==> src/design/msp_enc_pkg.sv <==
`default_nettype none
package msp_enc_pkg;

	typedef enum logic {
		KIND_START = 1'b0,
		KIND_DATA  = 1'b1
	} item_kind_t;

	typedef enum logic {
		VER_1 = 1'b0,
		VER_2 = 1'b1
	} frame_ver_t;

	typedef struct packed {
		logic        kind;
		logic        version;
		logic [15:0] command;
		logic [15:0] length;
		logic [7:0]  payload;
	} item_t;

	typedef struct packed {
		logic [7:0] out_byte;
		logic       frame_end;
	} result_t;

	localparam logic [7:0] SYNC_CHAR = 8'h24;
	localparam logic [7:0] DIR_CHAR  = 8'h3E;
	localparam logic [7:0] V1_MARK   = 8'h4D;
	localparam logic [7:0] V2_MARK   = 8'h58;
	localparam logic [7:0] V2_FLAG   = 8'h00;
	localparam logic [7:0] CRC_POLY  = 8'hD5;

	localparam int unsigned IDX_W = 4;

	// byte positions within a start item
	localparam logic [IDX_W-1:0] POS_SYNC    = 4'd0;
	localparam logic [IDX_W-1:0] POS_MARK    = 4'd1;
	localparam logic [IDX_W-1:0] POS_DIR     = 4'd2;
	localparam logic [IDX_W-1:0] V1_POS_LEN  = 4'd3;
	localparam logic [IDX_W-1:0] V1_POS_CMD  = 4'd4;
	localparam logic [IDX_W-1:0] V1_POS_CHK  = 4'd5;
	localparam logic [IDX_W-1:0] V2_POS_FLAG = 4'd3;
	localparam logic [IDX_W-1:0] V2_POS_CL   = 4'd4;
	localparam logic [IDX_W-1:0] V2_POS_CH   = 4'd5;
	localparam logic [IDX_W-1:0] V2_POS_LL   = 4'd6;
	localparam logic [IDX_W-1:0] V2_POS_LH   = 4'd7;
	localparam logic [IDX_W-1:0] V2_POS_CHK  = 4'd8;

	// byte positions within a payload item
	localparam logic [IDX_W-1:0] POS_DATA     = 4'd0;
	localparam logic [IDX_W-1:0] POS_DATA_CHK = 4'd1;

	function automatic logic [7:0] crc8_update(input logic [7:0] crc, input logic [7:0] b);
		logic [7:0] c;
		c = crc ^ b;
		for (int i = 0; i < 8; i++) begin
			if (c[7]) begin
				c = {c[6:0], 1'b0} ^ CRC_POLY;
			end else begin
				c = {c[6:0], 1'b0};
			end
		end
		return c;
	endfunction

	function automatic logic [7:0] check_fold(input logic ver, input logic [7:0] acc,
		input logic [7:0] b);
		return (ver == VER_2) ? crc8_update(acc, b) : (acc ^ b);
	endfunction

endpackage
`default_nettype wire

==> src/design/msp_response_frame_encoder.sv <==
`default_nettype none
// path: the first byte of an item passes the item register, then the output register
// throughput: one frame byte per cycle unless the output stalls; a start item holds
// the sequencer for its header (+ check byte if the payload is empty), a payload item
// for its byte (+ check byte if last) or, outside a frame, for no byte; next item taken on last step
// reset: arst_n clears the valid flags, the sequencer and the frame state
module msp_response_frame_encoder (
	input  wire logic                  clk,
	input  wire logic                  arst_n,
	input  wire logic                  item_valid,
	output logic                       item_ready,
	input  wire msp_enc_pkg::item_t    item,
	output logic                       tx_valid,
	input  wire logic                  tx_ready,
	output msp_enc_pkg::result_t       tx
);

	// item register and byte sequencer
	logic                           valid_s1;
	msp_enc_pkg::item_t             item_s1;
	logic [msp_enc_pkg::IDX_W-1:0]  idx_s1;

	// frame state
	logic        version_q;
	logic [15:0] left_q;
	logic [7:0]  accum_q;
	logic        in_frame_q;

	// output register
	logic                  out_valid_q;
	msp_enc_pkg::result_t  out_q;

	logic        emit;
	logic        last;
	logic        step;
	logic        out_space;
	logic [7:0]  byte_d;
	logic        end_d;
	logic        fold_en;
	logic [7:0]  fold_byte;
	logic        fold_ver;
	logic        hdr_end;
	logic        is_start;
	logic [15:0] len_eff;
	logic [msp_enc_pkg::IDX_W-1:0] chk_pos;

	assign is_start = (item_s1.kind == msp_enc_pkg::KIND_START);
	assign len_eff  = (item_s1.version == msp_enc_pkg::VER_2) ? item_s1.length
		: {8'd0, item_s1.length[7:0]};
	assign chk_pos  = (item_s1.version == msp_enc_pkg::VER_2) ? msp_enc_pkg::V2_POS_CHK
		: msp_enc_pkg::V1_POS_CHK;

	always_comb begin
		emit      = 1'b0;
		last      = 1'b0;
		byte_d    = 8'd0;
		end_d     = 1'b0;
		fold_en   = 1'b0;
		fold_byte = item_s1.payload;
		fold_ver  = version_q;
		hdr_end   = 1'b0;
		if (is_start) begin
			emit     = 1'b1;
			fold_ver = item_s1.version;
			hdr_end  = (idx_s1 == chk_pos - 4'd1);
			if (idx_s1 == chk_pos) begin
				byte_d = accum_q;
				end_d  = 1'b1;
				last   = 1'b1;
			end else begin
				last = hdr_end && (len_eff != 16'd0);
				if (item_s1.version == msp_enc_pkg::VER_2) begin
					unique case (idx_s1)
						msp_enc_pkg::POS_SYNC:    byte_d = msp_enc_pkg::SYNC_CHAR;
						msp_enc_pkg::POS_MARK:    byte_d = msp_enc_pkg::V2_MARK;
						msp_enc_pkg::POS_DIR:     byte_d = msp_enc_pkg::DIR_CHAR;
						msp_enc_pkg::V2_POS_FLAG: byte_d = msp_enc_pkg::V2_FLAG;
						msp_enc_pkg::V2_POS_CL:   byte_d = item_s1.command[7:0];
						msp_enc_pkg::V2_POS_CH:   byte_d = item_s1.command[15:8];
						msp_enc_pkg::V2_POS_LL:   byte_d = item_s1.length[7:0];
						msp_enc_pkg::V2_POS_LH:   byte_d = item_s1.length[15:8];
						default:                  byte_d = 8'd0;
					endcase
					// crc over the zero flag from a zero seed stays zero
					fold_en = (idx_s1 >= msp_enc_pkg::V2_POS_CL);
				end else begin
					unique case (idx_s1)
						msp_enc_pkg::POS_SYNC:   byte_d = msp_enc_pkg::SYNC_CHAR;
						msp_enc_pkg::POS_MARK:   byte_d = msp_enc_pkg::V1_MARK;
						msp_enc_pkg::POS_DIR:    byte_d = msp_enc_pkg::DIR_CHAR;
						msp_enc_pkg::V1_POS_LEN: byte_d = item_s1.length[7:0];
						msp_enc_pkg::V1_POS_CMD: byte_d = item_s1.command[7:0];
						default:                 byte_d = 8'd0;
					endcase
					fold_en = (idx_s1 >= msp_enc_pkg::V1_POS_LEN);
				end
				fold_byte = byte_d;
			end
		end else if (idx_s1 == msp_enc_pkg::POS_DATA_CHK) begin
			// check byte after the last payload byte, frame already closed
			emit   = 1'b1;
			byte_d = accum_q;
			end_d  = 1'b1;
			last   = 1'b1;
		end else if (!in_frame_q) begin
			// stray payload byte: retire with no output
			last = 1'b1;
		end else begin
			emit    = 1'b1;
			byte_d  = item_s1.payload;
			fold_en = 1'b1;
			last    = (left_q != 16'd1);
		end
	end

	assign out_space  = !out_valid_q || tx_ready;
	assign step       = valid_s1 && (!emit || out_space);
	assign item_ready = !valid_s1 || (step && last);

	always_ff @(posedge clk or negedge arst_n) begin
		if (!arst_n) begin
			valid_s1 <= 1'b0;
			idx_s1   <= '0;
		end else if (item_valid && item_ready) begin
			valid_s1 <= 1'b1;
			idx_s1   <= '0;
		end else if (step) begin
			valid_s1 <= !last;
			idx_s1   <= idx_s1 + 4'd1;
		end
	end

	always_ff @(posedge clk) begin
		if (item_valid && item_ready) begin
			item_s1 <= item;
		end
	end

	always_ff @(posedge clk or negedge arst_n) begin
		if (!arst_n) begin
			version_q  <= 1'b0;
			left_q     <= 16'd0;
			accum_q    <= 8'd0;
			in_frame_q <= 1'b0;
		end else if (step) begin
			if (is_start) begin
				if (idx_s1 == msp_enc_pkg::POS_SYNC) begin
					version_q  <= item_s1.version;
					accum_q    <= 8'd0;
					in_frame_q <= 1'b0;
				end else if (fold_en) begin
					accum_q <= msp_enc_pkg::check_fold(fold_ver, accum_q, fold_byte);
				end
				if (hdr_end) begin
					left_q     <= len_eff;
					in_frame_q <= (len_eff != 16'd0);
				end
			end else if (in_frame_q && idx_s1 == msp_enc_pkg::POS_DATA) begin
				accum_q <= msp_enc_pkg::check_fold(fold_ver, accum_q, fold_byte);
				left_q  <= left_q - 16'd1;
				if (left_q == 16'd1) begin
					in_frame_q <= 1'b0;
				end
			end
		end
	end

	always_ff @(posedge clk or negedge arst_n) begin
		if (!arst_n) begin
			out_valid_q <= 1'b0;
		end else if (out_space) begin
			out_valid_q <= step && emit;
		end
	end

	always_ff @(posedge clk) begin
		if (out_space && step && emit) begin
			out_q.out_byte  <= byte_d;
			out_q.frame_end <= end_d;
		end
	end

	assign tx_valid = out_valid_q;
	assign tx       = out_q;

endmodule
`default_nettype wire
==> config.mk <==
export PLATFORM = sky130hd
export DESIGN_NAME = msp_response_frame_encoder
export DESIGN_NICKNAME = d
export VERILOG_FILES = /design/src/design/msp_enc_pkg.sv /design/src/design/msp_response_frame_encoder.sv
export SDC_FILE = /design/constraint.sdc
export NUM_CORES = 1
export LEC_CHECK = 0
export BUFFER_PORTS_ARGS = -buffer_cell sky130_fd_sc_hd__buf_2
export CORE_ASPECT_RATIO = 1.75
export CORE_MARGIN = 2
export CORE_UTILIZATION = 45
export DETAILED_ROUTE_END_ITERATION = 10
export GPL_ROUTABILITY_DRIVEN = 1
export PLACE_DENSITY = 0.67
export SLEW_MARGIN = 20
export SYNTH_ARGS = -nofsm -noshare
export SYNTH_HDL_FRONTEND = slang
export SYNTH_SLANG_ARGS = --single-unit
export TNS_END_PERCENT = 10
==> constraint.sdc <==
create_clock -name clk -period 3.23 [get_ports clk]
set_input_delay 0.323 -clock clk [delete_from_list [all_inputs] [get_ports clk]]
set_output_delay 0.323 -clock clk [all_outputs]
set_load 0.01 [all_outputs]
; Word level (Yosys, flattened, before mapping)
; Index checks and enable logic that the tools add are counted.
[word_totals]
ff_bits = 83
input_bits = 46
word_cells = 183
[classes]
addsub = 3
n_lt_le_gt_ge = 2
n_eq_ne = 13
n_mux = 109
bitwise_logic = 17
n_reduce_logical = 25
[ops]
columns = cell, count
row1 = 2-to-1 mux 8 bit, 77
row2 = NOT 5 bit, 15
row3 = 2-to-1 mux 16 bit, 4
row4 = one-hot mux 8 bit (7 select lines), 1
row5 = one-hot mux 8 bit (5 select lines), 1
row6 = 2-to-1 mux 1 bit, 23
row7 = "equality test 16 x 1 -> 1 bit, second input constant", 1
row8 = "equality test 4 x 3 -> 1 bit, second input constant", 4
row9 = "inequality test 16 x 1 -> 1 bit, second input constant", 1
row10 = nonzero test 16 bit, 1
row11 = "subtractor 16 x 1 -> 16 bit, second input constant", 1
row12 = 2-to-1 mux 4 bit, 3
row13 = AND reduction 3 bit, 3
row14 = "equality test 4 x 2 -> 1 bit, second input constant", 2
row15 = equality test 4 bit, 2
row16 = logical AND 1 bit, 8
row17 = XOR 8 bit, 1
row18 = nonzero test 3 bit, 2
row19 = "adder 4 x 1 -> 4 bit, second input constant", 1
row20 = "equality test 4 x 1 -> 1 bit, second input constant", 1
row21 = "greater-or-equal comparator 4 x 2 -> 1 bit, second input constant", 1
row22 = "greater-or-equal comparator 4 x 3 -> 1 bit, second input constant", 1
row23 = zero test 1 bit, 4
row24 = zero test 4 bit, 1
row25 = 6 further kinds, 10

; Depth between registers and ports, before layout
[depth]
ltp_word = 54
ltp_mapped = 14
depth_no_buf = 11

; Worst setup path before layout
; OpenSTA, ideal clock, no wires.
[synth_timing]
path_type = register to register
start = register idx_s1[1] in the netlist's numbering
end = register idx_s1[0] in the netlist's numbering
setup_ps = 131
arrival_ps = 3679
required_ps = 3099
slack_ps = -580
stages_incl_launch_ff = 13
path_buffers = 3
path_cell_list = dfrtp_1 > buf_2 > inv_1 > ha_1 > buf_6 > a21o_1 > nor2_1 > o21ai_0 > o31ai_1 > and2_1 > clkbuf_1 > or3_1 > o21ai_0
[synth_between]
elab_chain_len = 10
[synth_lines]
columns = item, line
row1 = from (decl), msp_response_frame_encoder.sv:21  ; logic [msp_enc_pkg::IDX_W-1:0] idx_s1;
row2 = from (signal assigned), msp_response_frame_encoder.sv:129  ; idx_s1 <= idx_s1 + 4'd1;
row3 = equality test 4 x 1 -> 1 bit, msp_response_frame_encoder.sv:99  ; end else if (idx_s1 == msp_enc_pkg::POS_DATA_CHK) begin
row4 = 2-to-1 mux 1 bit, msp_response_frame_encoder.sv:99
row5 = 2-to-1 mux 1 bit, msp_response_frame_encoder.sv:62  ; if (is_start) begin
row6 = zero test 1 bit, msp_response_frame_encoder.sv:117  ; assign step = valid_s1 && (!emit || out_space);
row7 = logical OR 1 bit, msp_response_frame_encoder.sv:117
row8 = logical AND 1 bit, msp_response_frame_encoder.sv:117
row9 = logical AND 1 bit (*), msp_response_frame_encoder.sv:118  ; assign item_ready = !valid_s1 || (step && last);
row10 = logical OR 1 bit (*), msp_response_frame_encoder.sv:118
row11 = via item_ready, msp_response_frame_encoder.sv:11  ; output logic item_ready,
row12 = logical AND 1 bit (*), msp_response_frame_encoder.sv:124  ; end else if (item_valid && item_ready) begin
row13 = 2-to-1 mux 4 bit / nonzero test 2 bit (equally long branches), n/a
; Mark *: on every way through the listed nets, which the timed path passes. The rest lies on a longest branch.
; A chain may end at the register's enable or synchronous reset.

; Final worst setup path
[layout_timing]
start = register idx_s1[1] in the netlist's numbering
end = register accum_q[7]
[layout_between]
elab_chain_len = 51
[layout_lines]
columns = item, line
row1 = "equality test 4 x 3 -> 1 bit, or another cell as far along", msp_response_frame_encoder.sv:73  ; unique case (idx_s1)
row2 = one-hot mux 8 bit (7 select lines) / one-hot mux 8 bit (5 select lines) (equally long branches), "msp_response_frame_encoder.sv:73, msp_response_frame_encoder.sv:87"
row3 = 2-to-1 mux 8 bit, msp_response_frame_encoder.sv:72  ; if (item_s1.version == msp_enc_pkg::VER_2) begin
row4 = 2-to-1 mux 8 bit, msp_response_frame_encoder.sv:66  ; if (idx_s1 == chk_pos) begin
row5 = 2-to-1 mux 8 bit, msp_response_frame_encoder.sv:62
row6 = XOR 8 bit, "msp_enc_pkg.sv:56, msp_enc_pkg.sv:69"
row7 = NOT 5 bit (no line), n/a
row8 = 2-to-1 mux 8 bit, msp_enc_pkg.sv:58  ; if (c[7]) begin
row9 = (+35 left out), n/a
row10 = 2-to-1 mux 8 bit, msp_response_frame_encoder.sv:146  ; if (is_start) begin
row11 = 2-to-1 mux 8 bit, msp_response_frame_encoder.sv:145  ; end else if (step) begin
row12 = NOT 5 bit (no line), n/a
row13 = 2-to-1 mux 8 bit, msp_enc_pkg.sv:58
row14 = 2-to-1 mux 8 bit, msp_enc_pkg.sv:69  ; return (ver == VER_2) ? crc8_update(acc, b) : (acc ^ b);
row15 = 2-to-1 mux 8 bit, msp_response_frame_encoder.sv:151  ; end else if (fold_en) begin
row16 = 2-to-1 mux 8 bit, msp_response_frame_encoder.sv:147  ; if (idx_s1 == msp_enc_pkg::POS_SYNC) begin
row17 = 2-to-1 mux 8 bit, msp_response_frame_encoder.sv:146
row18 = to (signal assigned), msp_response_frame_encoder.sv:152  ; accum_q <= msp_enc_pkg::check_fold(fold_ver, accum_q, fold_byte);
row19 = to (signal assigned), msp_response_frame_encoder.sv:159  ; accum_q <= msp_enc_pkg::check_fold(fold_ver, accum_q, fold_byte);
row20 = to (decl), msp_response_frame_encoder.sv:26  ; logic [7:0] accum_q;
; Several ways; a longest one is shown, not always the timed one. The select of a mux whose other input is x is not followed.

==> impl_metrics.py <==
metrics = {
    "floorplanning": {
        "coreArea_mm2": 0.0106,
        "start_util": 0.461,
        "rows": 50,
        "io-pin-count": 57,
        "dieArea_mm2": 0.0118,
        "fp.dieW_um": 82.9,
        "die_h_um": 142,
    },
    "cts": {
        "clockBufferDepth": 2,
        "h-tree-depth": 3,
        "clk_latency_ns": 0.35,
        "tritoncts": "done",
        "cts.sinks": 83,
        "clk_pin_slew_worst_paths_ns": 0.07,
        "numCtsBuffers": 9,
        "cts-root-buf": "clkbuf_16",
    },
    "setup_path": {
        "crit_end": "accum_q[7]",
        "worst-r2r-setup-slack_ns": 0.13,
        "crit_start": "idx_s1[1]",
        "worst-r2r-cell-count": 12,
        "r2r-end": "accum_q[7]",
        "path_class": "flip-flop to flip-flop",
        "critPathRequiredTime_ns": 3.47,
        "critPathLaunchType": "flip-flop",
        "critPathMaxFanout": 7,
        "r2r_start": "idx_s1[1]",
        "cp_data_arrival_time_ns": 3.34,
        "cp-end-kind": "flip-flop",
    },
    "finish": {
        "antennaDiodeCount": 0,
        "nets": 616,
        "fillers": 953,
        "final_area_mm2": 0.00597,
        "area_growth_pct": 21.7,
        "layoutNonFillerInstCount": 699,
        "drive_above_1_share": 0.292,
    },
    "synthesis": {
        "syn_area_mm2": 0.00491,
        "ys_seq_area_frac": 0.475,
        "synth_edf_count": 51,
        "yosysTopAreaCellShare": 0.312,
        "synthArstFlopShare": 0.386,
        "synth_fp_nets": 531,
        "synth.most_common_cell": "edfxtp_1",
        "synth-main-ff-cell": "edfxtp_1",
        "synth_commonest_cells": "51 x edfxtp_1, 45 x nand2_1, 33 x o21ai_0",
        "syn_avg_cell_area_um2": 10.2,
        "ys_ff_latch": 83,
        "synth_cells": 479,
        "yosys_warnings": 0,
        "yosys-top-cells-area": "edfxtp_1 31%, dfrtp_1 16%, nand2_1 3.4%",
        "synth_area_leader_cell": "edfxtp_1",
        "yosysUniqueCellTypes": 78,
    },
    "global_route": {
        "grt_pass1_wl_um": 22900,
        "overflow": 0,
        "grt_pass1_vias": 4253,
        "grt_usage": 0.253,
        "grt_max_degree": 41,
        "antenna_found_initial": 0,
    },
    "sta": {
        "hold_violations": 0,
        "hold_slack_ns": 0.0731,
        "slew-limit-headroom": 0.434,
        "drv_slew": 0,
        "fmax_mhz": 322,
        "period_share": 0.961,
        "finalCriticalPeriod_ns": 3.10,
        "setup_viol": 0,
        "worst_pin_slew_ns": 0.849,
        "fin_skew_ns": 0.00949,
    },
    "placement": {
        "port_buffers": 56,
        "dp_cells": 681,
        "gp_congestion": 0.899,
        "place_area_mm2": 0.00555,
        "dp_hpwl_um": 11000,
    },
    "power_and_ir_drop": {
        "cellPowerDensity_mw_per_mm2": 1060,
        "cellLeakagePower_nw": 2.26,
        "ir_drop_v": 0.000963,
    },
    "drt": {
        "routed_wl_um": 14400,
        "drt_first_iter_violations": 304,
        "wl_per_cell_um": 20.6,
        "avgViaCountPerCell": 6.08,
        "drc": 0,
        "firstDrtPassIters": 6,
        "drtAntennaViolNets": 0,
        "vias": 4249,
    },
    "flow_run": {
        "drv_cap": 0,
    },
    "worst_hold_path": {
        "hold_path.class": "input port to asynchronous set/reset pin",
    },
    "outcome": {
        "status": "finished clean",
    },
}
critical path: stages, from the launching register on:
cell,delay [ns]
dfrtp_2,0.43
inv_2,0.11
ha_4,0.19
nor2b_1,0.09
nor4_4,0.47
a22oi_2,0.19
buf_4,0.17
o21ai_2,0.17
xor2_2,0.28
xor2_2,0.21
xnor2_1,0.10
or3_1,0.33
a32o_1,0.25
metal layers:
metal | part of all wire | GRT usage
met5 | 0 | 0
met1 | 0.36 | 0.266
met3 | 0.043 | 0.0377
met2 | 0.54 | 0.459
met4 | 0.059 | 0.174
layout make-up:
| cell class | instances | area (um2) | share of cell area |
|---|---|---|---|
| Multi-Input combinational cell | 357 | 2470 | 0.413 |
| Sequential cell | 83 | 2330 | 0.391 |
| Timing Repair Buffer | 102 | 638 | 0.107 |
| Clock buffer | 9 | 225 | 0.0377 |
| Tap cell | 130 | 163 | 0.0273 |
| Clock inverter | 7 | 100 | 0.0168 |
| Inverter | 11 | 41.3 | 0.00692 |
worst min-delay path by stage:
| stage | start | end | slack, ns |
|---|---|---|---|
| after floorplan | arst_n | accum_q[0] | 0.03 |
| final | arst_n | left_q[2] | 0.07 |
| after global placement | arst_n | left_q[6] | 0.47 |
| after global routing | arst_n | left_q[2] | 0.12 |
| after CTS | arst_n | left_q[0] | 0.1 |
| after detailed placement | arst_n | left_q[6] | 0.46 |
flip-flops by register name (all words and copies together) (netlist names):
register,cells
tx_valid,1
idx_s1,4
item_s1,42
version_q,1
left_q,16
in_frame_q,1
tx,9
valid_s1,1
accum_q,8
power by group:
group | internal (mW) | switching (mW)
Clock | 0.682 | 0.448
Sequential | 1.49 | 0.299
Combinational | 1.56 | 1.86
placed cells by master (no fill, tap or decap), types with 3 or more instances in the layout:
master	Yosys	final
o21a_1	3	3
clkbuf_16	0	9
nand2b_1	4	4
xor2_1	8	5
inv_1	11	9
nor3_1	18	18
o211ai_1	5	5
nor2_1	28	28
buf_2	8	56
xor2_2	1	4
a21oi_1	29	28
and2_1	5	4
nor2b_1	4	4
a32oi_1	4	4
xnor2_1	13	12
ha_4	0	3
dfrtp_1	32	30
nand3_1	23	23
or2_2	7	7
buf_4	2	45
edfxtp_1	51	51
a31oi_1	8	8
a31o_2	3	3
nand2_1	45	45
nand4_1	4	4
a221o_1	4	4
o21ai_0	33	33
xnor2_2	2	3
a22oi_1	13	12
o22ai_1	8	8
o31ai_1	3	3
a21o_1	6	6
and3_1	6	6
a32o_1	4	4
nor4_1	7	7
clkinvlp_4	0	3
or3_1	6	6
stage by stage:
step                      setup TNS, ns  setup slack [ns]  power [mW]  utilization
after floorplan                -0.00498          -0.00498        3.98            -
after global placement                0            0.0390        4.97        0.522
after detailed placement        -0.0176           -0.0175        5.03        0.522
after CTS                             0            0.0539        6.19        0.553
after global routing             -0.137           -0.0388        6.74        0.561
final                                 0             0.128        6.35        0.561
cells by family (layout without fill, tap and decap cells):
logic type                 count (synthesis)  after routing  synth area share
buffers and inverters                     39            129            0.0383
adders and majority gates                  6              6            0.0153
xor gates and xnor gates                  25             25            0.0530
DFF                                       83             83             0.475
AOI/OAI and AO/OA                        149            149             0.218
and+or+nand+nor                          175            175             0.196
muxes                                      2              2           0.00434
timing repair:
item,in CTS,in global routing
setup buffers,0,2
gates cloned,0,0
endpoints found under the setup margin,3,6
pin swaps,0,4
hold buffers,0,0
gates resized for setup,3,14
No activity file was read; power rests on OpenSTA's default activity.
